==> src/hw/rtl/msq_pkg.sv <==
// Shared types, constants and tables of the music sequence command decoder.
// No dependencies; the classifier, queue, executor and top level import this package.
`default_nettype none

package msq_pkg;

    // Default depth of the queue between the classifier and the executor.
    localparam int QUEUE_DEPTH_DEF = 4;

    // Configuration port geometry.
    localparam int CFG_INDEX_W = 2;
    localparam int CFG_DATA_W  = 16;

    typedef enum logic [CFG_INDEX_W-1:0] {
        CFG_ENGINE_VERSION   = 2'd0,
        CFG_LENGTH_SHIFT     = 2'd1,
        CFG_VELOCITY_DEFAULT = 2'd2,
        CFG_TRACK_BASE       = 2'd3
    } t_cfg_index;

    typedef struct packed {
        logic [1:0]  engine_version;
        logic [1:0]  length_shift;
        logic        velocity_default;
        logic [15:0] track_base;
    } t_cfg;

    localparam logic [1:0]  ENGINE_VERSION_RST   = 2'd2;
    localparam logic [1:0]  LENGTH_SHIFT_RST     = 2'd0;
    localparam logic        VELOCITY_DEFAULT_RST = 1'b0;
    localparam logic [15:0] TRACK_BASE_RST       = 16'h0000;

    // Running state after reset.
    localparam logic [7:0]  OCTAVE_RST = 8'd2;

    // Result codes.
    localparam logic [1:0] KIND_NOTE    = 2'd0;
    localparam logic [1:0] KIND_REST    = 2'd1;
    localparam logic [1:0] KIND_COMMAND = 2'd2;

    localparam logic [2:0] FLOW_NONE         = 3'd0;
    localparam logic [2:0] FLOW_REPEAT_START = 3'd1;
    localparam logic [2:0] FLOW_REPEAT_END   = 3'd2;
    localparam logic [2:0] FLOW_CALL         = 3'd3;
    localparam logic [2:0] FLOW_JUMP         = 3'd4;
    localparam logic [2:0] FLOW_RETURN       = 3'd5;

    // Opcode bytes.
    localparam logic [7:0] OPC_CMD_BASE   = 8'hD0;
    localparam logic [7:0] OPC_OCT_SET    = 8'hD2;
    localparam logic [7:0] OPC_OCT_UP     = 8'hD3;
    localparam logic [7:0] OPC_OCT_DOWN   = 8'hD4;
    localparam logic [7:0] OPC_V2_ONE_A   = 8'hD7;
    localparam logic [7:0] OPC_V2_ONE_B   = 8'hD8;
    localparam logic [7:0] OPC_REP_START  = 8'hDD;
    localparam logic [7:0] OPC_REP_END    = 8'hDE;
    localparam logic [7:0] OPC_CALL       = 8'hDF;
    localparam logic [7:0] OPC_JUMP       = 8'hE0;
    localparam logic [7:0] OPC_V2_FOUR    = 8'hE2;
    localparam logic [7:0] OPC_TR_SET     = 8'hE7;
    localparam logic [7:0] OPC_TR_ADD     = 8'hE8;
    localparam logic [7:0] OPC_LOOP_SET   = 8'hEB;
    localparam logic [7:0] OPC_LOOP_JUMP  = 8'hEC;
    localparam logic [7:0] OPC_LOOP_ONCE  = 8'hED;
    localparam logic [7:0] OPC_V2_ONE_C   = 8'hEE;
    localparam logic [7:0] OPC_V2_TWO_A   = 8'hF2;
    localparam logic [7:0] OPC_V2_TWO_B   = 8'hF3;
    localparam logic [7:0] OPC_EXT        = 8'hFE;
    localparam logic [7:0] OPC_RETURN     = 8'hFF;

    // Sub-command bytes of the extended command.
    localparam logic [7:0] SUB_PLAIN_LAST = 8'h09;
    localparam logic [7:0] SUB_VEL_OFF    = 8'h0C;
    localparam logic [7:0] SUB_ONE_ARG    = 8'h0D;
    localparam logic [7:0] SUB_TWO_FIRST  = 8'h10;
    localparam logic [7:0] SUB_JUMP_A     = 8'h15;
    localparam logic [7:0] SUB_JUMP_B     = 8'h17;
    localparam logic [7:0] SUB_JUMP_C     = 8'h19;
    localparam logic [7:0] SUB_TWO_LAST   = 8'h19;
    localparam logic [7:0] SUB_ONE_FIRST  = 8'h1A;
    localparam logic [7:0] SUB_ONE_LAST   = 8'h1E;

    // Note length table in ticks.
    localparam logic [7:0] LEN_TABLE [8] = '{
        8'hC0, 8'h60, 8'h30, 8'h18, 8'h0C, 8'h06, 8'h03, 8'h01
    };

    // Command sizes in bytes, indexed by opcode minus 0xD0.
    localparam int CMD_COUNT = 48;
    localparam logic [2:0] CMD_SIZE [CMD_COUNT] = '{
        3'd1, 3'd2, 3'd2, 3'd1, 3'd1, 3'd2, 3'd2, 3'd2,
        3'd2, 3'd2, 3'd2, 3'd2, 3'd2, 3'd2, 3'd1, 3'd3,
        3'd3, 3'd2, 3'd3, 3'd2, 3'd3, 3'd4, 3'd1, 3'd2,
        3'd2, 3'd4, 3'd1, 3'd1, 3'd1, 3'd1, 3'd2, 3'd3,
        3'd2, 3'd3, 3'd1, 3'd1, 3'd1, 3'd1, 3'd1, 3'd1,
        3'd1, 3'd1, 3'd1, 3'd1, 3'd1, 3'd1, 3'd2, 3'd1
    };

    // Operation classes handed from the classifier to the executor.
    typedef enum logic [4:0] {
        OP_NOTE,
        OP_REST,
        OP_OCT_SET,
        OP_OCT_UP,
        OP_OCT_DOWN,
        OP_REP_START,
        OP_REP_END,
        OP_CALL,
        OP_JUMP,
        OP_TR_SET,
        OP_TR_ADD,
        OP_LOOP_SET,
        OP_LOOP_ONCE,
        OP_LOOP_JUMP,
        OP_VEL_OFF,
        OP_SUB_JUMP,
        OP_RETURN,
        OP_OTHER
    } t_op;

    // One classified item. For notes and rests, bytes excludes the velocity byte.
    typedef struct packed {
        t_op         op;
        logic [2:0]  bytes;
        logic [7:0]  duration;
        logic [3:0]  key;
        logic [7:0]  arg;
        logic [15:0] target;
        logic [8:0]  count;
    } t_entry;

endpackage

`default_nettype wire

==> src/hw/rtl/msq_in_if.sv <==
// Input channel of the decoder: valid/ready handshake and the event window.
// Stands alone; used by the top level and the classifier.
`default_nettype none

interface msq_in_if;
    logic        valid;
    logic        ready;
    logic [7:0]  opcode_byte;
    logic [7:0]  arg_one;
    logic [7:0]  arg_two;
    logic [7:0]  arg_three;
    logic [15:0] event_addr;

    modport source (
        output valid, opcode_byte, arg_one, arg_two, arg_three, event_addr,
        input  ready
    );
    modport sink (
        input  valid, opcode_byte, arg_one, arg_two, arg_three, event_addr,
        output ready
    );
endinterface

`default_nettype wire

==> src/hw/rtl/msq_out_if.sv <==
// Output channel of the decoder: valid/ready handshake and the decoded event.
// Stands alone; used by the top level and the executor.
`default_nettype none

interface msq_out_if;
    logic               valid;
    logic               ready;
    logic [1:0]         event_kind;
    logic [2:0]         event_bytes;
    logic               pitch_valid;
    logic signed [12:0] pitch;
    logic [7:0]         duration;
    logic [2:0]         flow_kind;
    logic [15:0]        flow_target;
    logic [8:0]         flow_count;

    modport source (
        output valid, event_kind, event_bytes, pitch_valid, pitch, duration,
               flow_kind, flow_target, flow_count,
        input  ready
    );
    modport sink (
        input  valid, event_kind, event_bytes, pitch_valid, pitch, duration,
               flow_kind, flow_target, flow_count,
        output ready
    );
endinterface

`default_nettype wire

==> src/hw/rtl/msq_front.sv <==
// Classifier: decodes the opcode window into an operation class, size and length.
// Depends on msq_pkg and msq_in_if; feeds msq_queue.
`default_nettype none

module msq_front
    import msq_pkg::*;
(
    msq_in_if.sink   i_item,
    input  t_cfg     i_cfg,
    input  logic     i_full,
    output logic     o_push,
    output t_entry   o_entry
);

    logic [7:0] opc;
    logic [7:0] a1;
    logic [2:0] len_idx;
    logic [3:0] len_sum;
    logic [2:0] len_sel;
    logic [7:0] cmd_off;
    logic [1:0] sub_extra;
    logic       v2;

    assign opc = i_item.opcode_byte;
    assign a1  = i_item.arg_one;
    assign v2  = i_cfg.engine_version[1];

    assign i_item.ready = !i_full;
    assign o_push       = i_item.valid && !i_full;

    // Length table index: low bits minus one plus the song shift, capped at the last entry.
    assign len_idx = opc[2:0];
    assign len_sum = {1'b0, len_idx} + {2'b00, i_cfg.length_shift} - 4'd1;
    assign len_sel = len_sum[3] ? 3'd7 : len_sum[2:0];

    assign cmd_off = opc - OPC_CMD_BASE;

    // Extra argument bytes of an extended sub-command on newer engines.
    always_comb begin
        if (a1 <= SUB_PLAIN_LAST || !v2) begin
            sub_extra = 2'd0;
        end else if (a1 == SUB_ONE_ARG) begin
            sub_extra = 2'd1;
        end else if (a1 inside {[SUB_TWO_FIRST:SUB_TWO_LAST]}) begin
            sub_extra = 2'd2;
        end else if (a1 inside {[SUB_ONE_FIRST:SUB_ONE_LAST]}) begin
            sub_extra = 2'd1;
        end else begin
            sub_extra = 2'd0;
        end
    end

    always_comb begin
        o_entry          = '0;
        o_entry.op       = OP_OTHER;
        o_entry.key      = opc[7:4];
        o_entry.arg      = a1;
        if (opc < OPC_CMD_BASE) begin
            o_entry.op = (opc[7:4] != 4'd0) ? OP_NOTE : OP_REST;
            if (len_idx == 3'd0) begin
                o_entry.duration = a1;
                o_entry.bytes    = 3'd2;
            end else begin
                o_entry.duration = LEN_TABLE[len_sel];
                o_entry.bytes    = 3'd1;
            end
        end else begin
            // Command size.
            if (opc == OPC_EXT) begin
                o_entry.bytes = 3'd2 + {1'b0, sub_extra};
            end else if (v2 && (opc inside {OPC_V2_ONE_A, OPC_V2_ONE_B, OPC_V2_ONE_C})) begin
                o_entry.bytes = 3'd1;
            end else if (v2 && opc == OPC_V2_FOUR) begin
                o_entry.bytes = 3'd4;
            end else if (v2 && (opc inside {OPC_V2_TWO_A, OPC_V2_TWO_B})) begin
                o_entry.bytes = 3'd2;
            end else begin
                o_entry.bytes = CMD_SIZE[cmd_off[5:0]];
            end

            // Command class and the arguments it carries.
            case (opc)
                OPC_OCT_SET:   o_entry.op = OP_OCT_SET;
                OPC_OCT_UP:    o_entry.op = OP_OCT_UP;
                OPC_OCT_DOWN:  o_entry.op = OP_OCT_DOWN;
                OPC_REP_START: begin
                    o_entry.op    = OP_REP_START;
                    o_entry.count = {a1 == 8'd0, a1};
                end
                OPC_REP_END:   o_entry.op = OP_REP_END;
                OPC_CALL: begin
                    o_entry.op     = OP_CALL;
                    o_entry.target = {i_item.arg_two, a1};
                    o_entry.count  = 9'd1;
                end
                OPC_JUMP: begin
                    o_entry.op     = OP_JUMP;
                    o_entry.target = {i_item.arg_two, a1};
                end
                OPC_TR_SET:    o_entry.op = OP_TR_SET;
                OPC_TR_ADD:    o_entry.op = OP_TR_ADD;
                OPC_LOOP_SET: begin
                    o_entry.op     = OP_LOOP_SET;
                    o_entry.target = i_item.event_addr + 16'd1;
                end
                OPC_LOOP_ONCE: begin
                    o_entry.op     = OP_LOOP_ONCE;
                    o_entry.target = i_item.event_addr + 16'd1;
                end
                OPC_LOOP_JUMP: o_entry.op = OP_LOOP_JUMP;
                OPC_EXT: begin
                    if (a1 == SUB_VEL_OFF) begin
                        o_entry.op = OP_VEL_OFF;
                    end else if (a1 inside {SUB_JUMP_A, SUB_JUMP_B, SUB_JUMP_C}) begin
                        o_entry.op     = OP_SUB_JUMP;
                        o_entry.target = {i_item.arg_three, i_item.arg_two};
                        o_entry.count  = 9'd1;
                    end else begin
                        o_entry.op = OP_OTHER;
                    end
                end
                OPC_RETURN:    o_entry.op = OP_RETURN;
                default:       o_entry.op = OP_OTHER;
            endcase
        end
    end

endmodule

`default_nettype wire

==> src/hw/rtl/msq_queue.sv <==
// Small first-in first-out queue of classified items between classifier and executor.
// Depends on msq_pkg for the item type.
`default_nettype none

module msq_queue
    import msq_pkg::*;
#(
    parameter int DEPTH = QUEUE_DEPTH_DEF
) (
    input  logic   i_clk,
    input  logic   i_rst_n,
    input  logic   i_push,
    input  t_entry i_entry,
    input  logic   i_pop,
    output t_entry o_entry,
    output logic   o_empty,
    output logic   o_full
);

    localparam int AW = $clog2(DEPTH);

    t_entry            r_mem [DEPTH];
    logic [AW-1:0]     r_wr_ptr;
    logic [AW-1:0]     r_rd_ptr;
    logic [AW:0]       r_count;
    logic [AW-1:0]     n_wr_ptr;
    logic [AW-1:0]     n_rd_ptr;
    logic [AW:0]       n_count;

    assign o_empty = (r_count == '0);
    assign o_full  = (r_count == (AW+1)'(DEPTH));
    assign o_entry = r_mem[r_rd_ptr];

    // Pointers wrap naturally since the depth is a power of two.
    always_comb begin
        n_wr_ptr = r_wr_ptr;
        n_rd_ptr = r_rd_ptr;
        n_count  = r_count;
        if (i_push) begin
            n_wr_ptr = r_wr_ptr + AW'(1);
        end
        if (i_pop) begin
            n_rd_ptr = r_rd_ptr + AW'(1);
        end
        if (i_push && !i_pop) begin
            n_count = r_count + (AW+1)'(1);
        end else if (i_pop && !i_push) begin
            n_count = r_count - (AW+1)'(1);
        end
    end

    always_ff @(posedge i_clk) begin
        if (!i_rst_n) begin
            r_wr_ptr <= '0;
            r_rd_ptr <= '0;
            r_count  <= '0;
        end else begin
            r_wr_ptr <= n_wr_ptr;
            r_rd_ptr <= n_rd_ptr;
            r_count  <= n_count;
        end
    end

    always_ff @(posedge i_clk) begin
        if (i_push) begin
            r_mem[r_wr_ptr] <= i_entry;
        end
    end

`ifndef SYNTHESIS
    a_no_push_full: assert property (@(posedge i_clk) disable iff (!i_rst_n)
        o_full |-> !i_push)
        else $error("queue written while full");
    a_no_pop_empty: assert property (@(posedge i_clk) disable iff (!i_rst_n)
        o_empty |-> !i_pop)
        else $error("queue read while empty");
    a_count_track: assert property (@(posedge i_clk) disable iff (!i_rst_n)
        (i_push && !i_pop) |=> (r_count == $past(r_count) + (AW+1)'(1)))
        else $error("queue occupancy did not follow a write");
`endif

endmodule

`default_nettype wire

==> src/hw/rtl/msq_back.sv <==
// Executor: applies classified items to the running sequence state and
// registers the decoded event. Depends on msq_pkg and msq_out_if.
`default_nettype none

module msq_back
    import msq_pkg::*;
(
    input  logic      i_clk,
    input  logic      i_rst_n,
    input  t_cfg      i_cfg,
    input  t_entry    i_entry,
    input  logic      i_empty,
    output logic      o_pop,
    msq_out_if.source o_item
);

    // Running state.
    logic [7:0]  r_octave;
    logic [7:0]  r_transpose;
    logic [15:0] r_loop_point;
    logic        r_loop_once_taken;
    logic        r_vel_forced_off;
    logic [7:0]  n_octave;
    logic [7:0]  n_transpose;
    logic [15:0] n_loop_point;
    logic        n_loop_once_taken;
    logic        n_vel_forced_off;

    // Output register.
    logic               r_out_valid;
    logic [1:0]         r_event_kind;
    logic [2:0]         r_event_bytes;
    logic               r_pitch_valid;
    logic signed [12:0] r_pitch;
    logic [7:0]         r_duration;
    logic [2:0]         r_flow_kind;
    logic [15:0]        r_flow_target;
    logic [8:0]         r_flow_count;

    logic [1:0]         n_event_kind;
    logic [2:0]         n_event_bytes;
    logic               n_pitch_valid;
    logic signed [12:0] n_pitch;
    logic [7:0]         n_duration;
    logic [2:0]         n_flow_kind;
    logic [15:0]        n_flow_target;
    logic [8:0]         n_flow_count;

    logic [11:0]        oct12;
    logic signed [12:0] note_pitch;
    logic               vel_byte;
    logic               is_pitched;

    assign o_pop = !i_empty && (!r_out_valid || o_item.ready);

    assign oct12 = {1'b0, r_octave, 3'b000} + {2'b00, r_octave, 2'b00};
    assign note_pitch = $signed({1'b0, oct12}) + $signed({9'b0, i_entry.key})
                      + $signed({{5{r_transpose[7]}}, r_transpose}) - 13'sd13;

    assign is_pitched = (i_entry.op == OP_NOTE) || (i_entry.op == OP_REST);
    assign vel_byte   = is_pitched && i_cfg.velocity_default && !r_vel_forced_off;

    always_comb begin
        n_octave          = r_octave;
        n_transpose       = r_transpose;
        n_loop_point      = r_loop_point;
        n_loop_once_taken = r_loop_once_taken;
        n_vel_forced_off  = r_vel_forced_off;

        n_event_kind  = KIND_COMMAND;
        n_event_bytes = i_entry.bytes + {2'b00, vel_byte};
        n_pitch_valid = 1'b0;
        n_pitch       = '0;
        n_duration    = '0;
        n_flow_kind   = FLOW_NONE;
        n_flow_target = '0;
        n_flow_count  = '0;

        case (i_entry.op)
            OP_NOTE: begin
                n_event_kind  = KIND_NOTE;
                n_pitch_valid = 1'b1;
                n_pitch       = note_pitch;
                n_duration    = i_entry.duration;
            end
            OP_REST: begin
                n_event_kind = KIND_REST;
                n_duration   = i_entry.duration;
            end
            OP_OCT_SET:  n_octave = i_entry.arg;
            OP_OCT_UP:   n_octave = r_octave + 8'd1;
            OP_OCT_DOWN: n_octave = r_octave - 8'd1;
            OP_REP_START: begin
                n_flow_kind  = FLOW_REPEAT_START;
                n_flow_count = i_entry.count;
            end
            OP_REP_END:  n_flow_kind = FLOW_REPEAT_END;
            OP_CALL: begin
                n_flow_kind   = FLOW_CALL;
                n_flow_target = i_entry.target;
                n_flow_count  = i_entry.count;
            end
            OP_JUMP, OP_SUB_JUMP: begin
                n_flow_kind   = FLOW_JUMP;
                n_flow_target = i_entry.target;
                n_flow_count  = i_entry.count;
            end
            OP_TR_SET:   n_transpose = i_entry.arg;
            OP_TR_ADD:   n_transpose = r_transpose + i_entry.arg;
            OP_LOOP_SET: n_loop_point = i_entry.target;
            OP_LOOP_ONCE: begin
                if (!r_loop_once_taken) begin
                    n_loop_point      = i_entry.target;
                    n_loop_once_taken = 1'b1;
                end
            end
            OP_LOOP_JUMP: begin
                // A zero loop point means none was set: fall back to the track start.
                n_flow_kind   = FLOW_JUMP;
                n_flow_target = (r_loop_point != 16'd0) ? r_loop_point : i_cfg.track_base;
            end
            OP_VEL_OFF:  n_vel_forced_off = 1'b1;
            OP_RETURN:   n_flow_kind = FLOW_RETURN;
            default:     ;
        endcase
    end

    always_ff @(posedge i_clk) begin
        if (!i_rst_n) begin
            r_octave          <= OCTAVE_RST;
            r_transpose       <= '0;
            r_loop_point      <= '0;
            r_loop_once_taken <= 1'b0;
            r_vel_forced_off  <= 1'b0;
            r_out_valid       <= 1'b0;
        end else begin
            if (o_pop) begin
                r_octave          <= n_octave;
                r_transpose       <= n_transpose;
                r_loop_point      <= n_loop_point;
                r_loop_once_taken <= n_loop_once_taken;
                r_vel_forced_off  <= n_vel_forced_off;
                r_out_valid       <= 1'b1;
            end else if (o_item.ready) begin
                r_out_valid <= 1'b0;
            end
        end
    end

    always_ff @(posedge i_clk) begin
        if (o_pop) begin
            r_event_kind  <= n_event_kind;
            r_event_bytes <= n_event_bytes;
            r_pitch_valid <= n_pitch_valid;
            r_pitch       <= n_pitch;
            r_duration    <= n_duration;
            r_flow_kind   <= n_flow_kind;
            r_flow_target <= n_flow_target;
            r_flow_count  <= n_flow_count;
        end
    end

    assign o_item.valid       = r_out_valid;
    assign o_item.event_kind  = r_event_kind;
    assign o_item.event_bytes = r_event_bytes;
    assign o_item.pitch_valid = r_pitch_valid;
    assign o_item.pitch       = r_pitch;
    assign o_item.duration    = r_duration;
    assign o_item.flow_kind   = r_flow_kind;
    assign o_item.flow_target = r_flow_target;
    assign o_item.flow_count  = r_flow_count;

`ifndef SYNTHESIS
    a_vel_off_sticky: assert property (@(posedge i_clk) disable iff (!i_rst_n)
        $past(r_vel_forced_off) |-> r_vel_forced_off)
        else $error("forced velocity off cleared without reset");
    a_once_sticky: assert property (@(posedge i_clk) disable iff (!i_rst_n)
        $past(r_loop_once_taken) |-> r_loop_once_taken)
        else $error("first-pass flag cleared without reset");
    a_once_keeps_point: assert property (@(posedge i_clk) disable iff (!i_rst_n)
        (o_pop && i_entry.op == OP_LOOP_ONCE && r_loop_once_taken)
        |=> $stable(r_loop_point))
        else $error("loop point moved by a second first-pass marker");
`endif

endmodule

`default_nettype wire

==> src/hw/rtl/music_sequence_command_decoder.sv <==
// Top level of the music sequence command decoder: configuration registers,
// classifier, item queue and executor. Depends on msq_pkg, both channel
// interfaces, msq_front, msq_queue and msq_back.
//
// The decoder takes one four-byte event window per cycle on i_item while its
// ready is high and returns one decoded event per accepted item on o_item, in
// order. Sustained rate is one item per clock while o_item does not stall. An
// item accepted at a clock edge is classified combinationally and written into
// the queue at that edge; the executor pops it once the output register is free
// and registers the result, raising o_item.valid. The executor holds the running
// octave, transpose, loop point and flags and applies one item per cycle while
// the output is free, which is what sets the rate. When o_item stalls, the queue
// (QUEUE_DEPTH items) plus the output register keep absorbing input until the
// queue fills, and i_item.ready then drops. The user must write configuration
// (i_cfg_we, i_cfg_index, i_cfg_wdata) only while the block is idle, unchecked
// by it; indexes: engine version, length shift, velocity default, track start.
`default_nettype none

module music_sequence_command_decoder
    import msq_pkg::*;
#(
    parameter int QUEUE_DEPTH = QUEUE_DEPTH_DEF
) (
    input  logic                   i_clk,
    input  logic                   i_rst_n,
    input  logic                   i_cfg_we,
    input  logic [CFG_INDEX_W-1:0] i_cfg_index,
    input  logic [CFG_DATA_W-1:0]  i_cfg_wdata,
    msq_in_if.sink                 i_item,
    msq_out_if.source              o_item
);

    t_cfg   r_cfg;
    t_entry front_entry;
    t_entry queue_entry;
    logic   push;
    logic   pop;
    logic   q_empty;
    logic   q_full;

    // Configuration registers; the narrow fields keep only the low bits of the write data.
    always_ff @(posedge i_clk) begin
        if (!i_rst_n) begin
            r_cfg.engine_version   <= ENGINE_VERSION_RST;
            r_cfg.length_shift     <= LENGTH_SHIFT_RST;
            r_cfg.velocity_default <= VELOCITY_DEFAULT_RST;
            r_cfg.track_base       <= TRACK_BASE_RST;
        end else if (i_cfg_we) begin
            case (t_cfg_index'(i_cfg_index))
                CFG_ENGINE_VERSION:   r_cfg.engine_version   <= i_cfg_wdata[1:0];
                CFG_LENGTH_SHIFT:     r_cfg.length_shift     <= i_cfg_wdata[1:0];
                CFG_VELOCITY_DEFAULT: r_cfg.velocity_default <= i_cfg_wdata[0];
                CFG_TRACK_BASE:       r_cfg.track_base       <= i_cfg_wdata[15:0];
                default:              ;
            endcase
        end
    end

    msq_front u_front (
        .i_item  (i_item),
        .i_cfg   (r_cfg),
        .i_full  (q_full),
        .o_push  (push),
        .o_entry (front_entry)
    );

    msq_queue #(
        .DEPTH (QUEUE_DEPTH)
    ) u_queue (
        .i_clk   (i_clk),
        .i_rst_n (i_rst_n),
        .i_push  (push),
        .i_entry (front_entry),
        .i_pop   (pop),
        .o_entry (queue_entry),
        .o_empty (q_empty),
        .o_full  (q_full)
    );

    msq_back u_back (
        .i_clk   (i_clk),
        .i_rst_n (i_rst_n),
        .i_cfg   (r_cfg),
        .i_entry (queue_entry),
        .i_empty (q_empty),
        .o_pop   (pop),
        .o_item  (o_item)
    );

endmodule

`default_nettype wire
==> src/flat_wrapper.sv <==
// flat-port wrapper written by rule: the top's interface ports become plain ports
module music_sequence_command_decoder_flat import msq_pkg::*;
#(
    parameter int QUEUE_DEPTH = QUEUE_DEPTH_DEF
)
  (i_clk, i_rst_n, i_cfg_we, i_cfg_index, i_cfg_wdata, i_item_valid, i_item_opcode_byte, i_item_arg_one, i_item_arg_two, i_item_arg_three, i_item_event_addr, i_item_ready, o_item_valid, o_item_event_kind, o_item_event_bytes, o_item_pitch_valid, o_item_pitch, o_item_duration, o_item_flow_kind, o_item_flow_target, o_item_flow_count, o_item_ready);
  msq_in_if i_item_i ();
  msq_out_if o_item_i ();
  input  logic i_clk;
  input  logic i_rst_n;
  input  logic i_cfg_we;
  input  logic [CFG_INDEX_W-1:0] i_cfg_index;
  input  logic [CFG_DATA_W-1:0] i_cfg_wdata;
  input wire logic [$bits(i_item_i.valid)-1:0] i_item_valid;
  input wire logic [$bits(i_item_i.opcode_byte)-1:0] i_item_opcode_byte;
  input wire logic [$bits(i_item_i.arg_one)-1:0] i_item_arg_one;
  input wire logic [$bits(i_item_i.arg_two)-1:0] i_item_arg_two;
  input wire logic [$bits(i_item_i.arg_three)-1:0] i_item_arg_three;
  input wire logic [$bits(i_item_i.event_addr)-1:0] i_item_event_addr;
  output wire logic [$bits(i_item_i.ready)-1:0] i_item_ready;
  output wire logic [$bits(o_item_i.valid)-1:0] o_item_valid;
  output wire logic [$bits(o_item_i.event_kind)-1:0] o_item_event_kind;
  output wire logic [$bits(o_item_i.event_bytes)-1:0] o_item_event_bytes;
  output wire logic [$bits(o_item_i.pitch_valid)-1:0] o_item_pitch_valid;
  output wire logic [$bits(o_item_i.pitch)-1:0] o_item_pitch;
  output wire logic [$bits(o_item_i.duration)-1:0] o_item_duration;
  output wire logic [$bits(o_item_i.flow_kind)-1:0] o_item_flow_kind;
  output wire logic [$bits(o_item_i.flow_target)-1:0] o_item_flow_target;
  output wire logic [$bits(o_item_i.flow_count)-1:0] o_item_flow_count;
  input wire logic [$bits(o_item_i.ready)-1:0] o_item_ready;
  assign i_item_i.valid = i_item_valid;
  assign i_item_i.opcode_byte = i_item_opcode_byte;
  assign i_item_i.arg_one = i_item_arg_one;
  assign i_item_i.arg_two = i_item_arg_two;
  assign i_item_i.arg_three = i_item_arg_three;
  assign i_item_i.event_addr = i_item_event_addr;
  assign i_item_ready = i_item_i.ready;
  assign o_item_valid = o_item_i.valid;
  assign o_item_event_kind = o_item_i.event_kind;
  assign o_item_event_bytes = o_item_i.event_bytes;
  assign o_item_pitch_valid = o_item_i.pitch_valid;
  assign o_item_pitch = o_item_i.pitch;
  assign o_item_duration = o_item_i.duration;
  assign o_item_flow_kind = o_item_i.flow_kind;
  assign o_item_flow_target = o_item_i.flow_target;
  assign o_item_flow_count = o_item_i.flow_count;
  assign o_item_i.ready = o_item_ready;
  music_sequence_command_decoder #(.QUEUE_DEPTH(QUEUE_DEPTH)) u_core (.i_clk(i_clk), .i_rst_n(i_rst_n), .i_cfg_we(i_cfg_we), .i_cfg_index(i_cfg_index), .i_cfg_wdata(i_cfg_wdata), .i_item(i_item_i), .o_item(o_item_i));
endmodule
==> config.mk <==
export PLATFORM = sky130hd
export DESIGN_NAME = music_sequence_command_decoder_flat
export DESIGN_NICKNAME = d
export VERILOG_FILES = /design/src/hw/rtl/msq_pkg.sv /design/src/hw/rtl/msq_in_if.sv /design/src/hw/rtl/msq_out_if.sv /design/src/hw/rtl/msq_front.sv /design/src/hw/rtl/msq_queue.sv /design/src/hw/rtl/msq_back.sv /design/src/hw/rtl/music_sequence_command_decoder.sv /design/src/flat_wrapper.sv
export SDC_FILE = /design/constraint.sdc
export NUM_CORES = 1
export LEC_CHECK = 0
export BUFFER_PORTS_ARGS = -buffer_cell sky130_fd_sc_hd__buf_2
export CORE_ASPECT_RATIO = 2
export CORE_MARGIN = 4
export CORE_UTILIZATION = 60
export CTS_BUF_LIST = sky130_fd_sc_hd__clkbuf_4
export CTS_CLUSTER_DIAMETER = 80
export DETAILED_ROUTE_END_ITERATION = 6
export GPL_ROUTABILITY_DRIVEN = 1
export GPL_TIMING_DRIVEN = 1
export HOLD_SLACK_MARGIN = 0.12
export PLACE_DENSITY = 0.79
export SETUP_SLACK_MARGIN = 0.02
export SLEW_MARGIN = 15
export SYNTH_ARGS = -nofsm -noshare
export SYNTH_HDL_FRONTEND = slang
export SYNTH_HIERARCHICAL = 1
export SYNTH_SLANG_ARGS = --single-unit
==> constraint.sdc <==
create_clock -name i_clk -period 6.1 [get_ports i_clk]
set_input_delay 0.61 -clock i_clk [delete_from_list [all_inputs] [get_ports i_clk]]
set_output_delay 0.61 -clock i_clk [all_outputs]
set_load 0.03 [all_outputs]
# Word level (Yosys, flattened, before mapping)
# Memories as Yosys holds them, arrays and structs flattened. A register that Yosys moved wholly into a read port is not among the register bits.
# Cells that the tools add are included.
[word_totals]
wordCells = 190
rom_bits = 256
out_inout_bits = 57
mem_bits_rw = 212
memories = 3
register_bits = 118
[classes]
bitwise = 2
n_eq_ne = 46
magnitude_cmp = 8
mux = 42
add_sub_neg = 17
n_reduce_logical = 51
[mem_list]
columns = ["memory", "depth", "width", "rd", "rd_clocked_by_memory_dff", "wr", "line_no", "source"]
rows = [
  ["u_core.u_queue.r_mem", 4, 53, 1, 1, 1, "msq_queue.sv:22", "t_entry r_mem [DEPTH];"],
  ["(no name shown)", 64, 3, 1, 0, 0, "msq_front.sv:78", "o_entry.bytes = CMD_SIZE[cmd_off[5:0]];"],
  ["(no name shown)", 8, 8, 1, 0, 0, "msq_front.sv:64", "o_entry.duration = LEN_TABLE[len_sel];"],
]
[op_table]
columns = ["operator", "n"]
rows = [
  ["8-bit equality test, second input constant", 20],
  ["25-bit two-way mux", 3],
  ["5-bit case mux with 14 select lines", 1],
  ["16-bit case mux with 2 select lines", 2],
  ["16-bit case mux with 3 select lines", 1],
  ["5-bit by 4-bit equality test with 1-bit output, second input constant", 8],
  ["16-bit two-way mux", 2],
  ["8-bit two-way mux", 4],
  ["3-bit two-way mux", 9],
  ["9-bit case mux with 3 select lines", 1],
  ["8-bit by 5-bit equality test with 1-bit output, second input constant", 3],
  ["8-bit case mux with 3 select lines", 1],
  ["5-bit by 3-bit equality test with 1-bit output, second input constant", 4],
  ["16-bit by 1-bit adder with 16-bit output, second input constant", 1],
  ["8-bit by 4-bit equality test with 1-bit output, second input constant", 2],
  ["8-bit by 5-bit >= comparator with 1-bit output, second input constant", 2],
  ["8-bit by 5-bit less-or-equal comparator with 1-bit output, second input constant", 2],
  ["8-bit case mux with 2 select lines", 1],
  ["2-bit AND reduction", 8],
  ["16-bit nonzero test", 1],
  ["3-bit case mux with 5 select lines", 1],
  ["12-bit by 4-bit adder with 13-bit output", 1],
  ["13-bit by 8-bit adder with 13-bit output", 1],
  ["13-bit by 5-bit subtractor with 13-bit output, second input constant", 1],
  ["44 further kinds", 86],
]

# Logic depth before layout (Yosys ltp)
[depth]
ltp_word = 10
mapped_depth = 15
depth_no_buf = 13

# Hierarchy
# The synthesis kept the hierarchy.
[modules_own_cells]
columns = ["mod", "cells_per_inst", "n_inst", "area_per_inst_um2"]
rows = [
  ["msq_queue", 320, 1, 8156.6],
  ["msq_back", 530, 1, 5353.9],
  ["msq_front", 287, 1, 2019.4],
  ["music_sequence_command_decoder", 90, 1, 863.3],
]

# Worst setup path before layout
# OpenSTA, ideal clock, no wires.
[synth_timing]
path_type = "input to register"
startpoint = "in o_item_ready"
endpoint = "reg u_core.u_queue.r_count[2]"
required_ns = 6.024
n_path_buf = 1
slack_ns = 1.596
stages = 10
arrival_ns = 4.428
cell_sequence = "nor2b_1 clkbuf_1 nor2_1 inv_1 ha_1 inv_1 fa_1 xor2_1 or3_1 a21boi_0"
[synth_via]
elab_chain_cells = 5
[synth_rtl]
columns = ["element", "line_no", "source"]
rows = [
  ["from (decl)", "flat_wrapper.sv:30", "input wire logic [$bits(o_item_i.ready)-1:0] o_item_ready;"],
  ["1-bit logical OR *", "msq_back.sv:54", "assign o_pop = !i_empty && (!r_out_valid || o_item.ready);"],
  ["1-bit logical AND *", "msq_back.sv:54", ""],
  ["named net u_core.pop", "music_sequence_command_decoder.sv:37", "logic pop;"],
  ["1-bit logical NOT", "msq_queue.sv:45", "if (i_push && !i_pop) begin"],
  ["1-bit logical AND", "msq_queue.sv:45", ""],
  ["3-bit two-way mux or 2-bit nonzero test (tied branches)", "--", ""],
  ["to (signal assigned)", "msq_queue.sv:60", "r_count <= n_count;"],
  ["to (decl)", "msq_queue.sv:25", "logic [AW:0] r_count;"],
]
# The timed path passes the listed nets; every way through them passes the cells marked *.
# A chain may end at the register's enable or synchronous reset.

==> summary.txt <==
initial drt markers: 877
Total GRT Usage: 0.2483
hold_buf cts: 16
number of antenna violations at the first check in global routing: 1
final wirelength: 37.39 mm
Critical Path Fanout Max: 35
commonest non-fill, non-tap cell in the layout: edfxtp_1
Max-cap violations: 0
max-slew violations: 0
pre-CTS worst setup slack: 1928 ps
CP endpoint: u_core/u_back/o_item.pitch[10]
Tmin final: 4148 ps
first-pass GRT wire length: 59.23 mm
commonest cells after routing, fill and taps aside: edfxtp_1 (267), buf_2 (127), clkbuf_4 (102), nand2_1 (91), inv_1 (74)
Post-Syn Nets: 1368
router iterations before antenna repair: 6
Num CTS Buffers: 73
CP max stage delay: 800 ps
status: finished, final reports clean
Critical Path End Type: flop
Slew @ Worst Pin: 999.5 ps
Final Total Pwr: 7.644 mW
min-delay worst type: in2reg
setup ws final: 1952 ps
die width: 124.8 um
layout cell share with drive strength beyond 1: 0.2460
Pint: 4.821 mW
Power Dens Cells: 421.7 nW/um^2
CTS Root Cell: clkbuf_4
synthesized instance count: 1224
die height: 241.5 um
Hold Startpoint: i_item_opcode_byte[5]
largest net degree at the start of global routing: 83
switch share: 0.3693
R2R setup slack: 1950 ps
Final Core Density: 0.6737
YS warnings: 6
routability cong.: 0.9313
Ports: 128
fmax: 241.1 MHz
multi-input logic area: 6282 um^2
VDD IR-drop max: 0.2621 mV
CP Launch Type: flop
area grow syn2layout: 10.81%
Avg Cell Area, Syn: 13.37 um^2
fin cells: 1788
Reg2Reg Depth: 14
Starting Density: 0.6080
Arr. time, crit path: 4620 ps
vias per cell: 5.992
Min Hold Slack: 232.2 ps
Final HPWL DP: 26.19 mm
Syn Std Cell Area: 16360 um^2
CP required: 6570 ps
Slew headroom: 0.3337
Register Area: 9304 um^2
FF-to-FF End: u_core/u_back/o_item.pitch[10]
Final TNS setup: 0 ps
final setup fails: 0
leakage: 6.649 nW
Clock Power Share: 0.217
H-tree Lvls: 3
vias in the first global route: 11320
Max clock buf depth: 3
Psw: 2.823 mW
slowest CP cell: dfxtp_4
port buffer count: 127
worst path cell trace: buf_4 -> mux4_2 -> inv_1 -> ha_1 -> inv_1 -> ha_1 -> ha_1 -> inv_1 -> fa_1 -> nor2b_1 -> o31a_1 -> o2111a_1 -> o21a_1 -> nor3_1
Avg WL per Cell: 20.91 um
DIE AREA: 30130 um^2
total gr overflow: 0
Crit Path Class: reg2reg
PostCTS Resize Cnt: 0
row count: 85
RSZ-0062 raised after global routing: no
drt drc: 0
# clock sinks: 331
CTS clk-pin slew, worst paths: 70 ps
final worst-path cycle share: 0.6799
Layout Skew: 56.65 ps
core region area: 26910 um^2
nets: 1527
Post-CTS Setup Inserts: 0
placed inst area: 17040 um^2
Final ANT Viol Nets: 0
via count: 10710
# fillers: 1903
Finished Cell Area: 18130 um^2
Final Hold Viols: 0
Placed Instances: 1640
Sequential Power Share: 0.405
TritonCTS clock tree: built
clock latency on the worst-skew pair: 730 ps
Gate power share: 0.378
-- sequential cells by signal, summed over array words and instances (netlist names), named ones only --
register / count
u_core/r_cfg: 20
u_core/u_back/o_item.valid: 1
u_core/u_back/o_item.flow_target: 16
u_core/u_back/o_item.flow_kind: 3
u_core/u_back/r_loop_once_taken: 1
u_core/u_back/r_loop_point: 16
u_core/u_back/r_octave: 8
u_core/u_back/o_item.flow_count: 9
u_core/u_back/r_transpose: 8
u_core/u_queue/r_count: 3
u_core/u_queue/r_rd_ptr: 2
u_core/u_queue/r_mem: 212
u_core/u_back/r_vel_forced_off: 1
u_core/u_queue/r_wr_ptr: 2
u_core/u_back/o_item.pitch: 13
u_core/u_back/o_item.duration: 8
u_core/u_back/o_item.event_bytes: 3
u_core/u_back/o_item.event_kind: 2
u_core/u_back/o_item.pitch_valid: 1
-- worst min path at each step --
stage / to / slack (ps) / cells after the start
6_report: u_core/u_queue/r_mem[2][34] / 230 / 1
5_1_grt: u_core/u_queue/r_mem[1][34] / 170 / 1
4_1_cts: u_core/r_cfg[17] / 140 / 3
3_5_place_dp: u_core/r_cfg[12] / 450 / 2
3_3_place_gp: u_core/r_cfg[9] / 450 / 2
2_1_floorplan: u_core/r_cfg[16] / 430 / 2
-- metal layers --
| layer | track usage | share of wire | up-vias | wire length, um |
|---|---|---|---|---|
| li1 | - | - | 4953 | - |
| met1 | 0.2662 | 0.35 | 5229 | 13240 |
| met2 | 0.4493 | 0.54 | 417 | 20110 |
| met3 | 0.04881 | 0.053 | 115 | 1985 |
| met4 | 0.1440 | 0.055 | 0 | 2045 |
| met5 | 0 | 0 | - | 0 |
-- worst max-delay path: cells and delay by family (launching register included) --
family	cells	cell delay (ps)
AOI/OAI and AO/OA	3	610
adders and majority gates	4	960
buffers and inverters	4	660
DFF	1	800
muxes	1	560
and+or+nand+nor	2	270
-- power groups by stage --
stage	Sequential, mW	Combinational [mW]	Clock [mW]
6_report	3.09	2.89	1.66
3_3_place_gp	3.14	2.80	0
5_1_grt	3.14	3.14	1.84
4_1_cts	3.10	2.88	1.72
3_5_place_dp	3.15	2.86	0
2_1_floorplan	3.46	1.86	0
-- layout make-up --
class | instances | area share
Tap cell | 348 | 0.02402
Clock buffer | 102 | 0.04224
Clock inverter | 29 | 0.008973
Timing Repair Buffer | 156 | 0.04928
Multi-Input combinational cell | 746 | 0.3466
Sequential cell | 331 | 0.5133
Inverter | 75 | 0.01553
Antenna cell | 1 | 0.0001380
No activity file was read; power rests on OpenSTA's default activity.
